**src/hw/rtl/vsd_pkg.sv**
```systemverilog
// Shared commands, status codes and register constants of the vertex and segment table.
`timescale 1ns / 1ps
package vsd_pkg;

   localparam int TOL_W = 31;
   localparam int CSR_ADDR_W = 3;
   localparam logic [CSR_ADDR_W-1:0] REG_TOL_ADDR = 3'd0;

   typedef enum logic [1:0] {
      CMD_ADD_VERTEX  = 2'd0,
      CMD_ADD_SEGMENT = 2'd1,
      CMD_SET_Z       = 2'd2
   } cmd_type;

   typedef enum logic [2:0] {
      ST_OK      = 3'd0,
      ST_MATCH   = 3'd1,
      ST_INVALID = 3'd2,
      ST_DUP     = 3'd3,
      ST_FULL    = 3'd4
   } status_type;

endpackage

```
**src/hw/rtl/vsd_vertex_cell.sv**
```systemverilog
// One vertex cell: holds one stored vertex and compares the passing query against it.
`timescale 1ns / 1ps
module vsd_vertex_cell import vsd_pkg::*; #(
   parameter int COORD_W = 32,
   parameter int IDX_W = 8,
   parameter int CNT_W = 9,
   parameter int INDEX = 0
) (
   input  logic               clock,
   input  logic               reset,
   input  logic [CNT_W-1:0]   count,
   input  logic [TOL_W-1:0]   tol,
   input  logic               wr_en,
   input  logic [IDX_W-1:0]   wr_idx,
   input  logic [COORD_W-1:0] wr_x,
   input  logic [COORD_W-1:0] wr_y,
   input  logic               in_valid,
   input  logic               in_found,
   input  logic [IDX_W-1:0]   in_idx,
   input  logic [COORD_W-1:0] in_x,
   input  logic [COORD_W-1:0] in_y,
   output logic               out_valid,
   output logic               out_found,
   output logic [IDX_W-1:0]   out_idx,
   output logic [COORD_W-1:0] out_x,
   output logic [COORD_W-1:0] out_y
);

   localparam int DIFF_W = (COORD_W + 2 > 32) ? COORD_W + 2 : 32;

   logic [COORD_W-1:0] sx_ff, sy_ff;
   logic               valid_ff, found_ff, found_in;
   logic [IDX_W-1:0]   idx_ff, idx_in;
   logic [COORD_W-1:0] qx_ff, qy_ff;
   logic signed [DIFF_W-1:0] dx, dy;
   logic [DIFF_W-1:0]  magx, magy;
   logic               live, hit;

   always_comb begin
      dx = DIFF_W'($signed(in_x)) - DIFF_W'($signed(sx_ff));
      dy = DIFF_W'($signed(in_y)) - DIFF_W'($signed(sy_ff));
      magx = dx[DIFF_W-1] ? DIFF_W'(-dx) : DIFF_W'(dx);
      magy = dy[DIFF_W-1] ? DIFF_W'(-dy) : DIFF_W'(dy);
      live = CNT_W'(INDEX) < count;
      hit = live && (magx <= DIFF_W'(tol)) && (magy <= DIFF_W'(tol));
      found_in = in_found || (in_valid && hit);
      idx_in = in_found ? in_idx : IDX_W'(INDEX);
   end

   always_ff @(posedge clock) begin
      if (wr_en && (wr_idx == IDX_W'(INDEX))) begin
         sx_ff <= wr_x;
         sy_ff <= wr_y;
      end
      found_ff <= found_in;
      idx_ff <= idx_in;
      qx_ff <= in_x;
      qy_ff <= in_y;
      if (reset) begin
         valid_ff <= 1'b0;
      end else begin
         valid_ff <= in_valid;
      end
   end

   assign out_valid = valid_ff;
   assign out_found = found_ff;
   assign out_idx = idx_ff;
   assign out_x = qx_ff;
   assign out_y = qy_ff;

endmodule

```
**config.mk**
```make
export PLATFORM = sky130hd
export DESIGN_NAME = vsd_vertex_cell
export DESIGN_NICKNAME = d
export VERILOG_FILES = /design/src/hw/rtl/vsd_pkg.sv /design/src/hw/rtl/vsd_vertex_cell.sv
export SDC_FILE = /design/constraint.sdc
export NUM_CORES = 1
export LEC_CHECK = 0
export BUFFER_PORTS_ARGS = -buffer_cell sky130_fd_sc_hd__buf_4
export CAP_MARGIN = 20
export CORE_MARGIN = 2
export CORE_UTILIZATION = 55
export CTS_CLUSTER_DIAMETER = 40
export DETAILED_ROUTE_END_ITERATION = 12
export HOLD_SLACK_MARGIN = 0.02
export PLACE_DENSITY = 0.82
export SLEW_MARGIN = 40
export SYNTH_ARGS = -nofsm -noshare
export SYNTH_HDL_FRONTEND = slang
export SYNTH_SLANG_ARGS = --single-unit
```
**constraint.sdc**
```tcl
create_clock -name clock -period 11.2 [get_ports clock]
set_input_delay 1.68 -clock clock [delete_from_list [all_inputs] [get_ports clock]]
set_output_delay 1.68 -clock clock [all_outputs]
set_load 0.01 [all_outputs]
```
==> results of run 1 <==
-- synthesized netlist by cell type, types with 13 or more instances --
cell type and number:
ha_1 128, o21ai_0 57, nor2b_1 13, nand3_1 28
nor2_1 74, dfxtp_1 74, a21oi_1 103, xor2_1 37
a21o_1 35, nand2_1 79, a211oi_1 16, clkbuf_1 20
o211ai_1 15, nand4_1 25, edfxtp_1 64, a31oi_1 15
and2_1 21, inv_1 119, nor3_1 18, xnor2_1 60
-- logic make-up after synthesis --
family,synth area share [%]
xor+xnor,7.905
compound gates,21.21
buf+inv,5.425
simple gates,17.45
mux,1.060
fa+ha+maj,15.28
flops,31.67
-- power by group --
part	leakage [nW]	switching [mW]	total, mW	internal, mW
registers	1.20	0.00399	0.546	0.542
logic	4.73	0.215	0.411	0.196
clock network	0.283	0.223	0.562	0.338
-- worst max-delay path by stage --
stage | startpoint | slack, ns | cells after the start | to
floorplan | wr_idx[2] | 2.46 | 3 | sx_ff[0]$_DFFE_PP_
global placement | in_x[0] | 4.26 | 24 | out_found$_DFF_P_
detailed placement | in_x[0] | 4.19 | 24 | out_found$_DFF_P_
CTS | in_x[0] | 4.52 | 24 | out_found$_DFF_P_
global route | in_x[0] | 4.00 | 24 | out_found$_DFF_P_
finish | in_x[0] | 4.40 | 24 | out_found$_DFF_P_
-- metal layers --
layer / GRT usage, % / up-vias / routed length [µm]
met5: 0 / - / 16
met4: 7.688 / 2 / 366
met3: 6.265 / 34 / 2153
met2: 44.74 / 339 / 12790
met1: 34.37 / 4536 / 12050
li1: - / 4951 / -
-- state kept, by name, summed over array words and instances, names as in the netlist --
name,flops
out_x,32
out_valid,1
sy_ff,32
out_y,32
out_found,1
sx_ff,32
out_idx,8
-- critical path: stages --
cell	delay [ns]
buf_4	0.09
inv_1	0.04
ha_1	0.22
fa_1	0.41
nand2b_2	0.24
a21oi_1	0.26
o211ai_1	0.19
a31oi_1	0.56
xnor2_1	0.26
a21boi_1	0.19
or3b_1	0.40
and4b_1	0.37
and2_1	0.18
a31oi_1	0.10
xor2_1	0.17
ha_1	0.30
and3_1	0.17
nand3_1	0.17
nor4_1	0.48
nand2_1	0.10
a21boi_0	0.18
o21ai_0	0.13
a21oi_1	0.13
a41o_1	0.18
-- layout make-up --
| type | count | area (µm²) | share of cell area, % |
|---|---|---|---|
| Clock buffer | 21 | 460.4 | 3.405 |
| Clock inverter | 11 | 121.4 | 0.8976 |
| Inverter | 119 | 446.7 | 3.303 |
| Multi-Input combinational cell | 927 | 6773 | 50.09 |
| Sequential cell | 138 | 3403 | 25.17 |
| Tap cell | 265 | 331.6 | 2.452 |
| Timing Repair Buffer | 264 | 1986 | 14.68 |
-- cells in the final DEF (no fill, tap or decap), types with 4 or more instances in the layout --
master     count
buf_4        263
ha_1         128
inv_1        119
a21oi_1      103
nand2_1       79
nor2_1        74
dfxtp_1       74
edfxtp_1      64
xnor2_1       60
o21ai_0       57
xor2_1        37
a21o_1        35
nand3_1       28
nand4_1       25
and2_1        21
nor3_1        18
clkbuf_16     17
a211oi_1      16
o211ai_1      15
a31oi_1       15
nor2b_1       13
o21ai_1       10
o21a_1        10
nor4_1        10
and3_1         9
nand2b_1       9
mux2i_1        8
or3_1          7
o31ai_1        7
a21oi_2        5
or2_2          5
nor4b_1        5
a211oi_2       4
a211o_1        4
or4_1          4
a311oi_1       4
clkinv_2       4
==> impl_results.md, run 1 <==
- Worst r2r path cells: 22
- Post-Place Cells: 1713
- Final setup violation count: 0
- Worst vdd rail ir drop: 0.1166 mV
- Clock tree root driver cell: clkbuf_16
- Worst hold-check path type: flop to flop
- Final count of hold timing violations: 0
- Vias per cell: 5.652
- Number of buffers added on ports: 262
- Portion of the post-synthesis area used by sequential elements: 31.67%
- Largest net degree at the start of global routing: 65
- Initial core utilization: 55.58%
- Post-route design area: 0.01352 mm²
- Post-Layout Cell Count: 1745
- Top post-synthesis cells by area: edfxtp_1, ha_1, dfxtp_1
- Final Wtd Congestion: 0.9264
- EDFF count, synth: 64
- Highest fanout seen on the critical path: 5
- Hold path depth: 5
- Register-to-Register Setup Slack: 5.39 ns
- Pwr dens: 112.3 mW/mm²
- All-Layer GR Usage: 26.69%
- Worst Slack Setup Final: 4.398 ns
- Status: completed
- Layout cells sized above 1: 23.65%
- Resized cells post-CTS: 0
- Layout area overhead: 25.82%
- Drt initial violations: 596
- Setup TNS: 0 ns
- Fin crit share: 60.73%
- Initial antenna violation count: 1
- Final critical-path required period: 6.802 ns
- Setup Slack @ Placement: 4.186 ns
- RSZ-0062 raised after global routing: false
- Synthesized area divided by synthesized cell count: 8.845 µm²
- CP Data Arrival Time: 7.19 ns
- Remaining max-slew budget at the tightest pin: 54.41%
- Post-layout net count: 1786
- Number of maximum-capacitance violations: 0
- Nature of the critical path endpoint: flop
- Layout Utilization: 69.93%
- Vert. Die Dim: 143.8 µm
- Hold Worst Slack: 1.024 ns
- Kind of start point of the critical path: input pin
- Max frequency: 147.0 MHz
- Number of warnings issued by yosys: 0
- Total routed wirelength: 27.38 mm
- Fill cells: 1562
- Number of rows in the core area: 51
- Quantity of hold-fixing buffers added after cts: 0
- I/O pin count: 263
- Total power of the final layout: 1.518 mW
- Standard cell core area: 0.01933 mm²
- Asr flop ratio synth: 0%
- DIE WIDTH: 143.8 µm
- Clock-pin slew reported for the worst setup and hold paths after clock tree synthesis: 0.06 ns
- DR DRC count: 0
- Max Slew Vio Count: 0
- Total cell area at the placement stage: 0.01294 mm²
- Post-Syn Area: 0.01075 mm²
- CTS max path bufs: 2
- Leakage: 6.207 nW
- Worst-Margin Slew: 0.6839 ns
- Yosys top cell area share: 17.88%
- Num CTS Buffers: 17
- Syn Inst Count: 1215
- Type of the worst setup path: input pin to flop
- Number of search-and-repair iterations in the first detailed-routing pass: 5
- Number of H-tree branching levels: 4
- Unique cell type count in the Yosys netlist: 96
- Clock sink total: 138
- Most area-hungry cell type in the Yosys netlist: edfxtp_1
- Post-CTS setup buffer count: 0
- Total die area: 0.02067 mm²
- Prevailing post-synth register cell: dfxtp_1
- Remaining number of nets flagged by the antenna check after routing: 0
- Endpoint of the worst hold-timing path: out_found$_DFF_P_
- Worst-case clock skew: 0.006757 ns
- Total overflow reported by the global router: 0
- Hold path startpoint: sx_ff[28]$_DFFE_PP_
- #FFs+latches synth: 138
- Capture point of the worst reg-to-reg path: out_found$_DFF_P_
- Antenna fix cells: 0
- Wire per inst: 15.69 µm
- Reg-to-Reg Start: sx_ff[0]$_DFFE_PP_
- Worst skew pair latency: 0.44 ns
- Critical Path RT: 11.59 ns
- Count of vias placed by the detailed router: 9862
- Net count after synthesis: 1534
- Vias in the first global route: 9564
- Clock tree from TritonCTS: yes
- Detail Placement HPWL: 21.80 mm
- Global-route wire length before repair: 44.13 mm
Power figures use the tool's default switching activity.
==> run 2, diff against run 1 <==
Settings changed: ABC_AREA from default to 1, CORE_UTILIZATION 55 to 57, PLACE_DENSITY 0.82 to 0.83.
Clock period 11.2 ns to 7.1 ns, I/O delays scaled along.
==> impl_results.md, run 2 <==
- Status: completed
- CTS max path bufs: 2
- RSZ-0062 raised after global routing: false
- Nature of the critical path endpoint: flop
- Vert. Die Dim: 152.1 µm
- #FFs+latches synth: 138
- DIE WIDTH: 152.1 µm
- Global-route wire length before repair: 59.51 mm
- Cell repeated most along the worst path: nand2_1
- Synthesized area divided by synthesized cell count: 6.308 µm²
- Kind of start point of the critical path: input pin
- Critical Path RT: 7.43 ns
- Area taken by multi-input logic gates: 0.007367 mm²
- Pwr dens: 168.3 mW/mm²
- Worst-Margin Slew: 0.6576 ns
- Worst Slack Setup Final: 2.022 ns
- Portion of the post-synthesis area used by sequential elements: 27.24%
- Synthesized-area fraction occupied by adder cells: 13.14%
- Yosys top cell area share: 21.54%
- Count of vias placed by the detailed router: 13060
- Num CTS Buffers: 17
- Initial core utilization: 57.62%
- Dominant combinational cell family by area after synthesis: simple AND/OR/NAND/NOR gates
- Hold path startpoint: in_x[0]
- Worst skew pair latency: 0.44 ns
- Unique cell type count in the Yosys netlist: 46
- Max frequency: 196.9 MHz
- Top post-synthesis cells by area: nand2_1, edfxtp_1, inv_1
- Final Wtd Congestion: 0.9356
- DR DRC count: 0
- Leading cell type in the layout, fill and taps excluded: nand2_1
- Net count after synthesis: 2300
- Number of search-and-repair iterations in the first detailed-routing pass: 8
- Xor/xnor cell area share of the yosys netlist: 4.346%
- Post-Syn Area: 0.01250 mm²
- Worst-case clock skew: 0.005550 ns
- Drt initial violations: 1235
- Simple-Gate Fraction of Synth Area: 36.55%
- Hold path depth: 1
- Number of H-tree branching levels: 4
- Final count of hold timing violations: 0
- Post-CTS setup buffer count: 0
- Final critical-path required period: 5.078 ns
- Worst vdd rail ir drop: 0.1232 mV
- Initial antenna violation count: 0
- Crit path max-delay cell type: fa_1
- Worst path max stage delay: 0.45 ns
- Crit path launch: in_y[0]
- Leakage: 8.948 nW
- Standard cell core area: 0.02169 mm²
- Fill cells: 1825
- Syn Inst Count: 1981
- Quantity of hold-fixing buffers added after cts: 0
- Commonest cells in the netlist: nand2_1, inv_1, nor2_1
- Fin crit share: 71.52%
- Worst r2r path cells: 36
- Top library cells by usage in the layout, fill and taps aside: nand2_1, inv_1, buf_4
- Layout cells sized above 1: 15.65%
- Vias in the first global route: 12280
- Mux share of post-synthesis cell area: 0%
- Number of buffers added on ports: 262
- Reg-to-Reg Start: sy_ff[0]$_DFFE_PP_
- Highest fanout seen on the critical path: 24
- Register area: 0.003403 mm²
- Vias per cell: 5.126
- Clock-pin slew reported for the worst setup and hold paths after clock tree synthesis: 0.07 ns
- EDFF count, synth: 64
- All-Layer GR Usage: 31.80%
- Layout area overhead: 23.27%
- Setup Slack @ Placement: 1.660 ns
- Detail Placement HPWL: 31.36 mm
- Asr flop ratio synth: 0%
- Antenna fix cells: 0
- Most area-hungry cell type in the Yosys netlist: nand2_1
- Total overflow reported by the global router: 0
- Library cell with the highest instance count after synthesis: nand2_1
- Total routed wirelength: 37.08 mm
- Clock tree root driver cell: clkbuf_16
- Number of warnings issued by yosys: 0
- Post-layout net count: 2575
- Number of rows in the core area: 54
- Final setup violation count: 0
- CP Data Arrival Time: 5.41 ns
- Clock sink total: 138
- Type of the worst setup path: input pin to flop
- Remaining number of nets flagged by the antenna check after routing: 0
- Setup TNS: 0 ns
- Wire per inst: 14.55 µm
- Resized cells post-CTS: 0
- Compound-Gate Fraction of Synth Area: 4.916%
- Total die area: 0.02312 mm²
- Prevailing post-synth register cell: dfxtp_1
- Max Slew Vio Count: 0
- Number of maximum-capacitance violations: 0
- I/O pin count: 263
- Remaining max-slew budget at the tightest pin: 56.16%
- Worst hold-check path type: input pin to flop
- Largest net degree at the start of global routing: 65
- Clock tree from TritonCTS: yes
## run 2: stage by stage
step / instances / hold slack [ns] / utilization [%] / instance area (µm²) / power, mW
floorplan: 1981 / 0.8716 / - / 12500 / 1.350
global placement: 2517 / 1.017 / 68.07 / 14760 / 1.574
detailed placement: 2517 / 1.056 / 68.07 / 14760 / 1.600
CTS: 2548 / 0.7286 / 71.01 / 15400 / 2.591
global route: 2548 / 0.7205 / 71.02 / 15400 / 2.725
finish: 2548 / 0.7359 / 71.02 / 15400 / 2.593
## run 2: path summary, 6_finish.rpt
check	end	slack, ns
hold / removal	out_x[0]$_DFF_P_	0.74
setup / recovery	out_found$_DFF_P_	2.02
hold reg to reg	out_found$_DFF_P_	1.07
setup reg to reg	out_found$_DFF_P_	2.45
## run 2: layer usage
metal / vias up / wire length (µm) / GRT usage, % / part of all wire (%)
li1: 6651 / - / - / -
met1: 5781 / 17060 / 45.31 / 46
met2: 582 / 16210 / 50.02 / 44
met5: - / 0 / 0 / 0
met4: 0 / 480 / 6.498 / 1.3
met3: 48 / 3330 / 6.845 / 9.0
## run 2: worst max-delay path, delay by kind of cell
kind                       cells  cell delay [ns]
buffers and inverters          5             0.52
AOI/OAI and AO/OA              3             0.24
xor gates and xnor gates       1             0.15
and+or+nand+nor               25             2.54
adders and majority gates      3             0.88
## run 2: cell families after synthesis
family          count (synthesis)
fa+ha+maj                     130
simple gates                 1093
compound gates                107
xor+xnor                       62
buf+inv                       451
flops                         138
## run 2: final cells by class
class | count | area share (%)
multi-input cells | 1392 | 47.83
inverters | 444 | 10.84
flip-flops and latches | 138 | 22.09
well taps | 280 | 2.274
clock buffers | 17 | 2.762
clock inverters | 14 | 1.365
repair buffers | 263 | 12.84
## run 2: report_power, final
group	total (mW)	switching [mW]	leakage, nW	internal, mW
Clock	0.996	0.399	0.305	0.597
Combinational	0.736	0.434	7.44	0.303
Sequential	0.861	0.00690	1.20	0.854
==> run 3, diff against run 2 <==
Clock period 7.1 ns to 4.7 ns, I/O delays scaled along.
==> impl_results.md, run 3 (synthesis gave the netlist of run 2 again) <==
- Vias in the first global route: 12120
- Worst-case clock skew: 0.006331 ns
- Final critical-path required period: 4.280 ns
- Status: completed
- Fill cells: 1832
- DR DRC count: 0
- Largest net degree at the start of global routing: 36
- Final count of hold timing violations: 0
- Vert. Die Dim: 152.1 µm
- Detail Placement HPWL: 30.29 mm
- Pwr dens: 243.5 mW/mm²
- Clock-pin slew reported for the worst setup and hold paths after clock tree synthesis: 0.07 ns
- Initial core utilization: 57.62%
- Number of rows in the core area: 54
- Max Slew Vio Count: 0
- Total cell area at the placement stage: 0.01498 mm²
- Cell repeated most along the worst path: nand2_1
- Global-route wire length before repair: 58.36 mm
- Layout cells sized above 1: 17.16%
- Fin crit share: 91.07%
- Worst path max stage delay: 0.45 ns
- Top library cells by usage in the layout, fill and taps aside: nand2_1, inv_1, buf_4
- Leading cell type in the layout, fill and taps excluded: nand2_1
- Setup TNS: 0 ns
- Total die area: 0.02312 mm²
- Initial antenna violation count: 0
- Remaining number of nets flagged by the antenna check after routing: 0
- CP Data Arrival Time: 4.62 ns
- Post-route design area: 0.01562 mm²
- Number of maximum-capacitance violations: 0
- Clock tree root driver cell: clkbuf_16
- Worst hold-check path type: input pin to flop
- Count of vias placed by the detailed router: 12910
- Type of the worst setup path: flop to flop
- Antenna fix cells: 0
- Final setup violation count: 0
- Kind of start point of the critical path: flop
- DIE WIDTH: 152.1 µm
- Number of search-and-repair iterations in the first detailed-routing pass: 5
- Post-layout net count: 2602
- Worst-Margin Slew: 0.7572 ns
- Vias per cell: 5.012
- Drt initial violations: 1130
- Worst vdd rail ir drop: 0.1887 mV
- Clock sink total: 138
- Nature of the critical path endpoint: flop
- Number of buffers added on ports: 262
- Layout Utilization: 72.00%
- Crit path max-delay cell type: fa_2
- Layout area overhead: 24.97%
- Standard cell core area: 0.02169 mm²
- I/O pin count: 263
- All-Layer GR Usage: 31.02%
- Critical Path RT: 5.04 ns
- Num CTS Buffers: 17
- Crit-path leading delay family: simple AND/OR/NAND/NOR gates
- Wire per inst: 13.87 µm
- CTS max path bufs: 2
- Worst skew pair latency: 0.44 ns
- Total overflow reported by the global router: 0
- Clock tree from TritonCTS: yes
- Buffer and inverter count on the worst path: 3
- Max frequency: 233.6 MHz
- Final Wtd Congestion: 0.9925
- Highest fanout seen on the critical path: 4
- Number of H-tree branching levels: 4
- Leakage: 9.094 nW
- Total routed wirelength: 35.74 mm
- Remaining max-slew budget at the tightest pin: 49.52%
run 3: cell types whose count changed in the layout (fill, tap and decap cells not counted), sizes merged:
cell      before  now
buf          263  290
clkinvlp       2    0
clkinv         1    5
inv          451  454
bufinv         4    0
run 3: layer usage:
metal	track usage [%]	vias to the layer above	share of wire [%]
met5	0	-	0
met4	6.542	0	1.2
met3	6.361	36	9.0
met2	48.71	537	43
met1	44.39	5650	47
li1	-	6688	-
run 3: worst paths after layout:
| kind | start | end | slack, ns | cells after the start |
|---|---|---|---|---|
| max | sy_ff[0]$_DFFE_PP_ | out_found$_DFF_P_ | 0.42 | 33 |
| min | in_y[20] | out_y[20]$_DFF_P_ | 0.37 | 1 |
| min reg2reg | sx_ff[30]$_DFFE_PP_ | out_found$_DFF_P_ | 1.05 | 8 |
| max reg2reg | sy_ff[0]$_DFFE_PP_ | out_found$_DFF_P_ | 0.42 | 33 |
run 3: final cells by class:
type / instances / area [µm²] / area share, %
Sequential cell: 138 / 3403 / 21.79
Clock buffer: 17 / 425.4 / 2.724
Tap cell: 280 / 350.3 / 2.243
Timing Repair Buffer: 290 / 2202 / 14.10
Clock inverter: 15 / 152.6 / 0.9775
Multi-Input combinational cell: 1392 / 7411 / 47.46
Inverter: 444 / 1672 / 10.70
run 3: power by group:
part	switching (mW)	total, mW	leakage (nW)	internal (mW)
registers	0.0100	1.30	1.20	1.29
logic	0.652	1.13	7.61	0.479
clock network	0.661	1.37	0.289	0.711
total	1.32	3.80	9.09	2.48
run 3: worst reg2reg max path, delay by kind of cell (launching register included):
| kind | cells | cell delay, ns |
|---|---|---|
| AOI/OAI and AO/OA | 2 | 0.17 |
| xor gates and xnor gates | 1 | 0.13 |
| buffers and inverters | 3 | 0.27 |
| adders and majority gates | 4 | 1.09 |
| DFF | 1 | 0.38 |
| and+or+nand+nor | 23 | 2.11 |
run 3: timing repair:
item	4_1_cts	5_1_grt
hold buffers	0	0
setup buffers	0	1
setup endpoints to repair	0	1
gates resized for setup	0	13
run 3: through the flow:
step	instances	setup slack (ns)	power, mW	hold WS [ns]
final	2576	0.4199	3.802	0.3654
after global routing	2576	-0.01288	4.019	0.3560
after CTS	2575	0.3418	3.794	0.3640
after detailed placement	2543	-0.08867	2.431	0.8194
after global placement	2543	0.1082	2.397	0.8199
after floorplan	1981	0.5442	2.039	0.7327
